===== src/design/tlsrs_pkg.sv =====
// ----------------------------------------------------------------------------
// tlsrs_pkg
// Shared types and constants of the TLS transmit resync tracker.
// ----------------------------------------------------------------------------
package tlsrs_pkg;

  localparam int unsigned SeqW  = 32;
  localparam int unsigned LenW  = 16;
  localparam int unsigned RecW  = 64;
  localparam int unsigned MssW  = 14;
  localparam int unsigned OffW  = 15;
  localparam int unsigned KindW = 3;
  localparam int unsigned CfgIdxW = 2;
  localparam int unsigned CfgDataW = 64;

  typedef enum logic [KindW-1:0] {
    KindPass   = 3'd0,
    KindAttach = 3'd1,
    KindResync = 3'd2,
    KindFence  = 3'd3,
    KindChunk  = 3'd4,
    KindError  = 3'd5
  } kind_e;

  typedef enum logic [CfgIdxW-1:0] {
    CfgTlsEnabled    = 2'd0,
    CfgMss           = 2'd1,
    CfgStartSeqno    = 2'd2,
    CfgStartRecordSeq = 2'd3
  } cfg_idx_e;

  typedef struct packed {
    logic [SeqW-1:0] seg_seqno;
    logic [LenW-1:0] seg_len;
    logic            offloaded_payload;
    logic [SeqW-1:0] record_start_seqno;
    logic [RecW-1:0] tls_rec_num;
  } seg_t;

  typedef struct packed {
    kind_e           kind;
    logic [RecW-1:0] resync_record;
    logic            rec_match;
    logic [OffW-1:0] chunk_offset;
    logic [MssW-1:0] chunk_len;
    logic            chunk_first;
    logic            attach_context;
    logic            last;
  } result_t;

  // one step of the chunk cutter
  typedef struct packed {
    logic [MssW-1:0] len;
    logic            last;
  } chunk_step_t;

endpackage


===== src/design/tlsrs_chunk_unit.sv =====
// ----------------------------------------------------------------------------
// tlsrs_chunk_unit
// Shared compare/subtract/add step that cuts one replay chunk off the
// remaining record bytes and advances the record offset.
// ----------------------------------------------------------------------------
module tlsrs_chunk_unit #(
  parameter int unsigned RemW = 15
) (
  input  logic [RemW-1:0]              rem_i,
  input  logic [RemW-1:0]              off_i,
  input  logic [tlsrs_pkg::MssW-1:0]   mss_i,
  output logic [RemW-1:0]              rem_o,
  output logic [RemW-1:0]              off_o,
  output tlsrs_pkg::chunk_step_t       step_o
);

  localparam int unsigned ExtW = RemW + tlsrs_pkg::MssW;

  logic [ExtW-1:0] rem_ext;
  logic [ExtW-1:0] mss_ext;
  logic [ExtW-1:0] off_ext;
  logic [ExtW-1:0] rem_sub;
  logic [ExtW-1:0] off_add;

  assign rem_ext = {{tlsrs_pkg::MssW{1'b0}}, rem_i};
  assign off_ext = {{tlsrs_pkg::MssW{1'b0}}, off_i};
  assign mss_ext = {{RemW{1'b0}}, mss_i};
  assign rem_sub = rem_ext - mss_ext;
  assign off_add = off_ext + mss_ext;

  always_comb begin
    step_o.last = (rem_ext <= mss_ext);
    // last chunk takes what is left, which never exceeds mss
    step_o.len  = step_o.last ? rem_ext[tlsrs_pkg::MssW-1:0] : mss_i;
    rem_o       = rem_sub[RemW-1:0];
    off_o       = off_add[RemW-1:0];
  end

endmodule


===== src/design/tls_tx_resync_tracker_core.sv =====
// ----------------------------------------------------------------------------
// tls_tx_resync_tracker_core
// Tracks the expected TCP sequence number of a TLS transmit offload context
// and turns out-of-order segments into resync, fence and replay chunk beats.
// ----------------------------------------------------------------------------
// Usage:
//   One segment beat enters on in_valid_i/in_stall_o with in_data_i; the
//   results leave on out_valid_o/out_stall_i with out_data_o, the final beat
//   of a segment marked by last. Configuration must be written through
//   cfg_we_i/cfg_idx_i/cfg_wdata_i only while the block is idle; the block
//   does not enforce it. Writing the start sequence or start record sequence
//   reloads the tracking state at once. After a segment beat is taken,
//   in_stall_o stays high until its last result is loaded into the output
//   register; the first comes from the decision state that follows the beat.
//   A resync sends a resync result, N replay chunks or one fence, then an
//   attach result, one result a cycle while the output is not stalled, all
//   through a single shared chunk step unit. The output register holds a
//   stalled beat and the sequencer waits for it. The block can take the next
//   segment while the last result still sits in the output register. Reset
//   empties the output, returns to idle and loads the register defaults
//   (disabled, mss 1460, sequence and record sequence zero).
// ----------------------------------------------------------------------------
module tls_tx_resync_tracker_core #(
  parameter int unsigned MAX_RECORD_BYTES = 16413,
  parameter int unsigned MAX_CHUNKS       = 31
) (
  input  logic                             clk_i,
  input  logic                             rst_ni,
  input  logic                             cfg_we_i,
  input  logic [tlsrs_pkg::CfgIdxW-1:0]    cfg_idx_i,
  input  logic [tlsrs_pkg::CfgDataW-1:0]   cfg_wdata_i,
  input  logic                             in_valid_i,
  output logic                             in_stall_o,
  input  tlsrs_pkg::seg_t                  in_data_i,
  output logic                             out_valid_o,
  input  logic                             out_stall_i,
  output tlsrs_pkg::result_t               out_data_o
);

  localparam int unsigned RemW = $clog2(MAX_RECORD_BYTES + 1);
  localparam int unsigned ChW  = $clog2(MAX_CHUNKS + 1);
  localparam int unsigned LimW = ChW + tlsrs_pkg::MssW;
  localparam int unsigned OffExtW = RemW + tlsrs_pkg::OffW;

  typedef enum logic [3:0] {
    StIdle   = 4'b0001,
    StDecide = 4'b0010,
    StBody   = 4'b0100,
    StAttach = 4'b1000
  } state_e;

  state_e state_q, state_d;

  // configuration and tracking state
  logic                         tls_en_q;
  logic [tlsrs_pkg::MssW-1:0]   mss_q;
  logic [tlsrs_pkg::SeqW-1:0]   exp_seq_q, exp_seq_d;
  logic [tlsrs_pkg::RecW-1:0]   ctx_rec_q, ctx_rec_d;

  // captured segment
  tlsrs_pkg::seg_t              seg_q;
  logic [RemW-1:0]              dist_q;
  logic                         dist_ok_q;

  // chunk walk
  logic [RemW-1:0]              rem_q, rem_d;
  logic [RemW-1:0]              off_q, off_d;
  logic [RemW-1:0]              rem_nxt, off_nxt;
  tlsrs_pkg::chunk_step_t       step;

  logic                         out_valid_q, out_valid_d;
  tlsrs_pkg::result_t           out_data_q, out_data_d;

  logic                         in_acc;
  logic                         slot_free;
  logic                         emit;
  logic [tlsrs_pkg::SeqW-1:0]   dist_full;
  logic [LimW-1:0]              chunk_lim;
  logic                         too_many;
  logic                         pass_seg;
  logic [OffExtW-1:0]           off_ext;

  assign in_stall_o  = (state_q != StIdle);
  assign in_acc      = in_valid_i && !in_stall_o;
  assign slot_free   = !out_valid_q || !out_stall_i;
  assign out_valid_o = out_valid_q;
  assign out_data_o  = out_data_q;

  assign dist_full = in_data_i.seg_seqno - in_data_i.record_start_seqno;
  assign chunk_lim = LimW'(MAX_CHUNKS) * LimW'(mss_q);
  assign too_many  = (32'(dist_q) > 32'(chunk_lim));
  assign pass_seg  = !tls_en_q || !seg_q.offloaded_payload || (seg_q.seg_len == '0);
  assign off_ext   = {{tlsrs_pkg::OffW{1'b0}}, off_q};

  tlsrs_chunk_unit #(
    .RemW (RemW)
  ) u_chunk (
    .rem_i  (rem_q),
    .off_i  (off_q),
    .mss_i  (mss_q),
    .rem_o  (rem_nxt),
    .off_o  (off_nxt),
    .step_o (step)
  );

  always_comb begin
    state_d    = state_q;
    exp_seq_d  = exp_seq_q;
    ctx_rec_d  = ctx_rec_q;
    rem_d      = rem_q;
    off_d      = off_q;
    emit       = 1'b0;
    out_data_d = '0;
    out_data_d.kind = tlsrs_pkg::KindPass;

    case (state_q)
      StIdle: begin
        if (in_acc) begin
          state_d = StDecide;
        end
      end
      StDecide: begin
        if (slot_free) begin
          emit = 1'b1;
          if (pass_seg) begin
            out_data_d.kind = tlsrs_pkg::KindPass;
            out_data_d.last = 1'b1;
            state_d         = StIdle;
          end else if (seg_q.seg_seqno == exp_seq_q) begin
            out_data_d.kind           = tlsrs_pkg::KindAttach;
            out_data_d.attach_context = 1'b1;
            out_data_d.last           = 1'b1;
            exp_seq_d = exp_seq_q + tlsrs_pkg::SeqW'(seg_q.seg_len);
            state_d   = StIdle;
          end else if (!dist_ok_q || (mss_q == '0) || too_many) begin
            out_data_d.kind = tlsrs_pkg::KindError;
            out_data_d.last = 1'b1;
            state_d         = StIdle;
          end else begin
            out_data_d.kind          = tlsrs_pkg::KindResync;
            out_data_d.resync_record = seg_q.tls_rec_num;
            out_data_d.rec_match     = (ctx_rec_q == seg_q.tls_rec_num);
            ctx_rec_d = seg_q.tls_rec_num;
            rem_d     = dist_q;
            off_d     = '0;
            state_d   = StBody;
          end
        end
      end
      StBody: begin
        if (slot_free) begin
          emit = 1'b1;
          if (dist_q == '0) begin
            out_data_d.kind = tlsrs_pkg::KindFence;
            state_d         = StAttach;
          end else begin
            out_data_d.kind         = tlsrs_pkg::KindChunk;
            out_data_d.chunk_offset = off_ext[tlsrs_pkg::OffW-1:0];
            out_data_d.chunk_len    = step.len;
            out_data_d.chunk_first  = (off_q == '0);
            rem_d = rem_nxt;
            off_d = off_nxt;
            if (step.last) begin
              state_d = StAttach;
            end
          end
        end
      end
      StAttach: begin
        if (slot_free) begin
          emit = 1'b1;
          out_data_d.kind           = tlsrs_pkg::KindAttach;
          out_data_d.attach_context = 1'b1;
          out_data_d.last           = 1'b1;
          exp_seq_d = seg_q.seg_seqno + tlsrs_pkg::SeqW'(seg_q.seg_len);
          state_d   = StIdle;
        end
      end
      default: begin
        state_d = StIdle;
      end
    endcase

    // config writes must only come while idle; the block itself does not enforce it
    if (cfg_we_i) begin
      case (cfg_idx_i)
        tlsrs_pkg::CfgStartSeqno:     exp_seq_d = cfg_wdata_i[tlsrs_pkg::SeqW-1:0];
        tlsrs_pkg::CfgStartRecordSeq: ctx_rec_d = cfg_wdata_i;
        default: ;
      endcase
    end
  end

  always_comb begin
    if (emit) begin
      out_valid_d = 1'b1;
    end else begin
      out_valid_d = out_valid_q && out_stall_i;
    end
  end

  always_ff @(posedge clk_i or negedge rst_ni) begin
    if (!rst_ni) begin
      state_q     <= StIdle;
      out_valid_q <= 1'b0;
      tls_en_q    <= 1'b0;
      mss_q       <= tlsrs_pkg::MssW'(1460);
      exp_seq_q   <= '0;
      ctx_rec_q   <= '0;
    end else begin
      state_q     <= state_d;
      out_valid_q <= out_valid_d;
      exp_seq_q   <= exp_seq_d;
      ctx_rec_q   <= ctx_rec_d;
      if (cfg_we_i && (cfg_idx_i == tlsrs_pkg::CfgTlsEnabled)) begin
        tls_en_q <= cfg_wdata_i[0];
      end
      if (cfg_we_i && (cfg_idx_i == tlsrs_pkg::CfgMss)) begin
        mss_q <= cfg_wdata_i[tlsrs_pkg::MssW-1:0];
      end
    end
  end

  always_ff @(posedge clk_i) begin
    if (in_acc) begin
      seg_q     <= in_data_i;
      dist_q    <= dist_full[RemW-1:0];
      dist_ok_q <= (dist_full <= tlsrs_pkg::SeqW'(MAX_RECORD_BYTES));
    end
    if (emit) begin
      out_data_q <= out_data_d;
    end
    rem_q <= rem_d;
    off_q <= off_d;
  end

  // a segment beat always leads into the decision step
  a_accept_decide: assert property (@(posedge clk_i) disable iff (!rst_ni)
    in_acc |=> (state_q == StDecide))
    else $error("segment beat not followed by decision step");

  // the last result of a segment frees the input side
  a_last_idle: assert property (@(posedge clk_i) disable iff (!rst_ni)
    (emit && out_data_d.last) |=> (state_q == StIdle))
    else $error("sequencer busy after last result");

  // a resync result loads the record number into the context
  a_resync_ctx: assert property (@(posedge clk_i) disable iff (!rst_ni)
    (emit && (out_data_d.kind == tlsrs_pkg::KindResync)) |=> (ctx_rec_q == seg_q.tls_rec_num))
    else $error("context record not updated on resync");

  // only the opening chunk sits at offset zero
  a_chunk_first: assert property (@(posedge clk_i) disable iff (!rst_ni)
    (emit && (out_data_d.kind == tlsrs_pkg::KindChunk) && !out_data_d.chunk_first)
      |-> (off_q != '0))
    else $error("later chunk at record start");

  // no result is loaded over a stalled beat
  a_no_overwrite: assert property (@(posedge clk_i) disable iff (!rst_ni)
    (out_valid_q && out_stall_i) |=> $stable(out_data_q))
    else $error("stalled result overwritten");

endmodule


===== config.mk =====
export PLATFORM = sky130hd
export DESIGN_NAME = tls_tx_resync_tracker_core
export DESIGN_NICKNAME = d
export VERILOG_FILES = /design/src/design/tlsrs_pkg.sv /design/src/design/tlsrs_chunk_unit.sv /design/src/design/tls_tx_resync_tracker_core.sv
export SDC_FILE = /design/constraint.sdc
export NUM_CORES = 1
export LEC_CHECK = 0
export BUFFER_PORTS_ARGS = -buffer_cell sky130_fd_sc_hd__buf_2
export CAP_MARGIN = 20
export CORE_MARGIN = 8
export CORE_UTILIZATION = 40
export DETAILED_ROUTE_END_ITERATION = 10
export PLACE_DENSITY_LB_ADDON = 0.1
export SLEW_MARGIN = 20
export SYNTH_ARGS = -nofsm -noshare
export SYNTH_HDL_FRONTEND = slang
export SYNTH_SLANG_ARGS = --single-unit

===== constraint.sdc =====
create_clock -name clk_i -period 7.09 [get_ports clk_i]
set_input_delay 1.418 -clock clk_i [delete_from_list [all_inputs] [get_ports clk_i]]
set_output_delay 1.418 -clock clk_i [all_outputs]
set_load 0.005 [all_outputs]

==> impl_metrics.toml, run 1 <==
[worst_setup_path]
cp-end-kind = "flip-flop"
start_kind = "flip-flop"
slowest_delay_ns = 0.59
r2r-start = "mss_q[2]"
reg2reg_to = "out_data_o[59]"
worstRegToRegCells = 29
worst_path_max_delay_cell = "dfstp_2"
timing_worst_setup_path_type = "reg2reg"
path_max_fanout = 15
crit_required_ns = 7.42
cp.arrival_ns = 7.13
reg2reg_slack_ns = 0.30

[power_and_ir_drop]
internal-power_mw = 6.20
power_frac_comb = 0.472
switching_share = 0.401
clkPwrFrac = 0.212
p_sw_mw = 4.14
p_per_area_nw_per_um2 = 385
design_power_total_mw = 10.3
p_leak_nw = 11.1
pwr-share-seq = 0.316
ir_worst_vdd_v = 0.000351

[route]
drc_errors = 0
wirelength_um = 71400
wl_per_cell_um = 21.9
ant_nets = 0
drt_iter0_drc = 1087
dr.pass1.iters = 5
via_per_inst = 5.36
routed-via-count = 17443

[cells_and_area]
fill_cells = 5228
fin_cells = 3255
areaGrowthSynthToFinish_pct = 18.4
seq_area_um2 = 10700
drive_above_1_share = 0.190
layout.nets = 2858
multi_input_area_um2 = 11300

[global_routing]
track_usage = 0.213
grt_pass1_wl_um = 105000
grt_pass1_vias = 17204
grt-ovfl-total = 0
antenna_found_initial = 6
grt_max_degree = 93

[worst_hold_path]
hold_depth = 2
hp-class = "reg2reg"
hold_end = "ctx_rec_q[32]"
worstHoldStart = "ctx_rec_q[32]"

[yosys]
ys_seq_area_frac = 0.472
yosys_warnings = 0
synth.distinct_cells = 79
syn_nets = 2515
synth_area_leader_cell = "edfxtp_1"
synthCells = 2120
synth-edff-count = 259
ys_ff_latch = 375
synth-main-ff-cell = "edfxtp_1"
synth_top_area_share = 0.343
mappedNetlistArea_um2 = 22700
async_flop_share = 0.309
yosys-top-cells-area = "edfxtp_1 (34%), dfrtp_1 (12%), ha_1 (7.7%)"
syn_avg_cell_area_um2 = 10.7

[place]
hpwl_um = 55300
gp_congestion = 0.896
placed_cells = 3163
port_buffers = 317
pre_cts_slack_ns = 0.119

[timing]
timing.fmax_mhz = 147
final-max-slew-violation-count = 0
period_minus_slack_ns = 6.79
whs_ns = 0.569
slew_headroom = 0.327
finalHoldViolCount = 0
skew_ns = 0.0170
tightest_slew_ns = 1.01
setup_ws_ns = 0.295
setup_viol = 0
final.period_utilization = 0.958

[floorplan]
rows = 87
pin_count = 318
dieHeight_um = 254
start_util = 0.404
die_area_um2 = 64500
dieWidth_um = 254
coreArea_um2 = 56200

[clock_tree]
path_clk_slew_ns = 0.06
cts_tree = "yes"
clk_latency_ns = 0.58
clockBufferDepth = 3
cts_root_buf = "clkbuf_16"
clock_sinks = 375
numCtsBuffers = 43
ctsHoldBuffers = 0
cts.htree.levels = 2

[status]
status = "completed"

[job]
drv_cap = 0
==> per-layer routing <==
| metal | track usage | up-vias | routed length [um] |
|---|---|---|---|
| li1 | - | 8339 | - |
| met1 | 0.297 | 8454 | 32800 |
| met2 | 0.333 | 553 | 32100 |
| met3 | 0.0381 | 97 | 4390 |
| met4 | 0.0680 | 0 | 2140 |
| met5 | 0 | - | 0 |
==> how the worst max path moves through the flow <==
stage	startpoint	end	cells after the start
floorplan	mss_q[2]	off_q[0]	27
global placement	mss_q[2]	rem_q[4]	29
detailed placement	mss_q[2]	rem_q[0]	29
CTS	mss_q[2]	rem_q[9]	29
global route	mss_q[2]	ctx_rec_q[20]	30
finish	mss_q[2]	out_data_o[59]	29
==> sequential cells by signal, summed over array words and instances (netlist names), 4 cells and up <==
name and count:
ctx_rec_q 64, dist_q 15, exp_seq_q 32, mss_q 14
off_q 15, out_data_o 100, rem_q 15, seg_q 113
state_q 4
==> Yosys cell counts (64+ instances only) <==
cell type    n
edfxtp_1   259
nand2_1    162
nor2_1     146
inv_1      144
ha_1       139
dfrtp_1    109
xor2_1     105
and2_1      94
a21oi_1     92
mux2i_1     87
o21ai_0     80
xnor2_1     72
o21ai_1     64
==> worst max-delay path: cells and delay by family (launching register included) <==
family | cells | cell delay, ns
compound gates | 7 | 1.42
xor+xnor | 1 | 0.13
fa+ha+maj | 5 | 2.07
buf+inv | 7 | 0.80
flops | 1 | 0.59
simple gates | 9 | 1.52
==> timing repair <==
| action | in CTS | in global routing |
|---|---|---|
| buffers inserted | 0 | 7 |
| gates resized for setup | 0 | 16 |
| setup endpoints to repair | 0 | 160 |
==> layout by cell type (no fill, tap or decap), drive strengths merged, types with 16 or more instances in the layout <==
master and count:
nand2 162, a31oi 26, fa 40, inv 146
clkbuf 63, a21oi 92, and2 94, nor2 146
nand4 27, edfxtp 259, mux2 18, nand2b 20
o21ai 144, nand3 29, nor4 35, o21a 17
xnor2 72, ha 139, a221oi 16, buf 355
dfrtp 109, and3 20, mux2i 87, a21o 35
nor3 38, xor2 105
==> metrics by stage <==
stage | utilization | TNS, ns | cell area [um^2]
after floorplan | - | 0 | 22700
after global placement | 0.450 | 0 | 25300
after detailed placement | 0.450 | 0 | 25300
after CTS | 0.475 | 0 | 26700
after global routing | 0.478 | -0.00269 | 26800
final | 0.478 | 0 | 26800
==> logic make-up after synthesis <==
family,synth area share
flops,0.472
buf+inv,0.0349
xor+xnor,0.0684
compound gates,0.125
fa+ha+maj,0.112
mux,0.0474
simple gates,0.141
==> power by group through the flow <==
stage | clock network (mW) | registers [mW] | logic, mW
after floorplan | 0 | 3.21 | 3.39
after global placement | 0 | 3.30 | 4.59
after detailed placement | 0 | 3.30 | 4.66
after CTS | 2.24 | 3.26 | 4.70
after global routing | 2.33 | 3.32 | 5.43
final | 2.19 | 3.27 | 4.88
==> final cells by class <==
class / count / area share
clock inverters: 16 / 0.00695
clock buffers: 61 / 0.0441
diodes: 4 / 0.000373
flip-flops and latches: 375 / 0.398
inverters: 144 / 0.0204
well taps: 756 / 0.0352
multi-input cells: 1542 / 0.420
repair buffers: 357 / 0.0743
Note: power is estimated with default switching activity, not from simulation.
==> run 2, diff against run 1 <==
Settings changed: SYNTH_HIERARCHICAL from default to 1.
==> run 2 against run 1 <==
Compared with the run above: routed wire length rose by 4.5%; final cell count is 2.0% higher; register-to-register slack improved by 0.29 ns; clock skew increased by 0.00060 ns; maximum frequency up 4.5%; power grew 6.6%; flip-flop and latch count did not move; clock power increased by 6%; synthesized cell count increased by 3.9%; global-route usage up 0.44 points; worst hold slack improved by 0.018 ns; critical path depth down 8; largest cell class unchanged; highest routed layer is now met5.
==> impl_metrics.toml, run 2 <==
[place]
placed_area_um2 = 25700
hpwl_um = 57900
gp_congestion = 0.929
port_buffers = 317
placed_cells = 3233

[worst_setup_path]
reg2reg_to = "rem_q[10]"
start_kind = "flip-flop"
cp.arrival_ns = 6.81
path_max_fanout = 30
r2r-start = "mss_q[0]"
timing_worst_setup_path_type = "reg2reg"
worstRegToRegCells = 21
reg2reg_slack_ns = 0.59
crit_start = "mss_q[0]"
crit_required_ns = 7.40
cp-end-kind = "flip-flop"

[yosys]
syn_avg_cell_area_um2 = 10.6
synthCells = 2203
ys_seq_area_frac = 0.459
synth_area_leader_cell = "edfxtp_1"
ys_ff_latch = 375
synth_top_area_share = 0.334
ys_top_cells_by_count = "edfxtp_1 (259), nor2_1 (178), a21oi_1 (174)"
async_flop_share = 0.309
syn_nets = 2598
yosys_warnings = 6
synth.most_common_cell = "edfxtp_1"
synth-edff-count = 259
synth-main-ff-cell = "edfxtp_1"
synth.distinct_cells = 90
mappedNetlistArea_um2 = 23300
yosys-top-cells-area = "edfxtp_1 (33%), dfrtp_1 (12%), ha_1 (7.5%)"

[clock_tree]
post_cts_resized = 0
cts_tree = "yes"
path_clk_slew_ns = 0.06
cts.htree.levels = 2
clockBufferDepth = 3
clk_latency_ns = 0.58
clock_sinks = 375
ctsHoldBuffers = 0
post_cts_buffers = 0
cts_root_buf = "clkbuf_16"
numCtsBuffers = 44

[cells_and_area]
fin_cells = 3320
layout.nets = 2909
areaGrowthSynthToFinish_pct = 16.8
final_common_cell = "buf_2"
final_cell_mix = "buf_2 (316), edfxtp_1 (259), nor2_1 (177)"
largest_register_ffs = 113
regMostFlops = "seg_q"
stdcell_area_um2 = 27200
drive_above_1_share = 0.184

[floorplan]
dieWidth_um = 257
pin_count = 318
dieHeight_um = 257
die_area_um2 = 66200
rows = 88
start_util = 0.404
coreArea_um2 = 57700

[power_and_ir_drop]
internal-power_mw = 6.44
switching_share = 0.416
pwr-share-seq = 0.301
p_leak_nw = 12.0
p_per_area_nw_per_um2 = 405
clkPwrFrac = 0.211
power_frac_comb = 0.488
p_sw_mw = 4.59
design_power_total_mw = 11.0
ir_worst_vdd_v = 0.000315

[worst_hold_path]
hold_end = "tls_en_q"
hp-class = "reg2reg"
hold_depth = 1
worstHoldStart = "tls_en_q"

[global_routing]
antenna_found_initial = 7
track_usage = 0.217
grt-ovfl-total = 0
grt_max_degree = 72
grt_pass1_wl_um = 111000
grt_pass1_vias = 18080

[route]
drc_errors = 0
dr.pass1.iters = 5
drt_iter0_drc = 1306
via_per_inst = 5.46
wl_per_cell_um = 22.5
routed-via-count = 18118
ant_nets = 0
wirelength_um = 74700

[timing]
rsz0062_at_grt = "no"
period_minus_slack_ns = 6.50
final.setup.tns_ns = 0
tightest_slew_ns = 1.03
skew_ns = 0.0176
final-max-slew-violation-count = 0
setup_viol = 0
slew_headroom = 0.316
timing.fmax_mhz = 154
final.period_utilization = 0.917
finalHoldViolCount = 0

[job]
drv_cap = 0

[status]
status = "completed"
==> run 2: cell type report <==
type                            instances  area [um^2]
Clock buffer                           53         1130
Fill cell                            5452        30500
Antenna cell                            6         15.0
Multi-Input combinational cell       1593        11700
Sequential cell                       375        10700
Timing Repair Buffer                  338         1780
Clock inverter                         28          328
Tap cell                              765          957
Inverter                              162          608
==> run 2: logic make-up after synthesis <==
group,synth area share
buffers and inverters,0.0409
DFF,0.459
and+or+nand+nor,0.141
AOI/OAI and AO/OA,0.132
xor gates and xnor gates,0.0707
adders and majority gates,0.109
muxes,0.0480
==> run 2: per-stage QoR <==
stage | util | hold slack [ns] | setup slack (ns)
after CTS | 0.472 | 0.597 | 0.673
after detailed placement | 0.446 | 0.587 | 0.743
after floorplan | - | 0.518 | 1.02
final | 0.472 | 0.587 | 0.589
after global routing | 0.472 | 0.617 | 0.253
after global placement | 0.446 | 0.580 | 0.760
==> run 2: power groups by stage <==
| stage | Combinational, mW | Clock, mW | Sequential [mW] |
|---|---|---|---|
| floorplan | 3.83 | 0 | 3.23 |
| global placement | 5.25 | 0 | 3.34 |
| detailed placement | 5.30 | 0 | 3.35 |
| CTS | 5.34 | 2.38 | 3.31 |
| global route | 6.00 | 2.46 | 3.36 |
| finish | 5.38 | 2.33 | 3.31 |
==> run 2: critical path: stages, from the launching register on <==
cell and delay [ns]:
dfrtp_1 0.56, fa_1 0.53, fa_1 0.56, inv_1 0.09, fa_1 0.51, inv_1 0.04, ha_1 0.34, nor2b_1 0.17
o2111ai_2 0.23, a31oi_1 0.14, o41ai_1 0.62, a211o_1 0.23, ha_1 0.24, nand4_1 0.15, nor4_1 0.07, a311oi_1 0.24
and3_1 0.19, nand4_1 0.30, o21a_2 0.34, a41o_1 0.28, and2_1 0.18, buf_12 0.17
==> run 2: per-layer routing <==
metal  track usage  wire [um]  up-vias
met5             0         13        -
met4        0.0623       1910        2
met3        0.0357       4130       90
met1         0.304      34700     8828
met2         0.345      33900      590
li1              -          -     8608
==> run 2: worst max-delay path by stage <==
stage                end  slack (ns)  cells past startpoint
2_1_floorplan   off_q[0]        1.02                     23
6_report       rem_q[10]        0.59                     21
3_5_place_dp   rem_q[12]        0.74                     22
4_1_cts         off_q[0]        0.67                     24
5_1_grt        rem_q[11]        0.25                     26
3_3_place_gp   rem_q[11]        0.76                     22
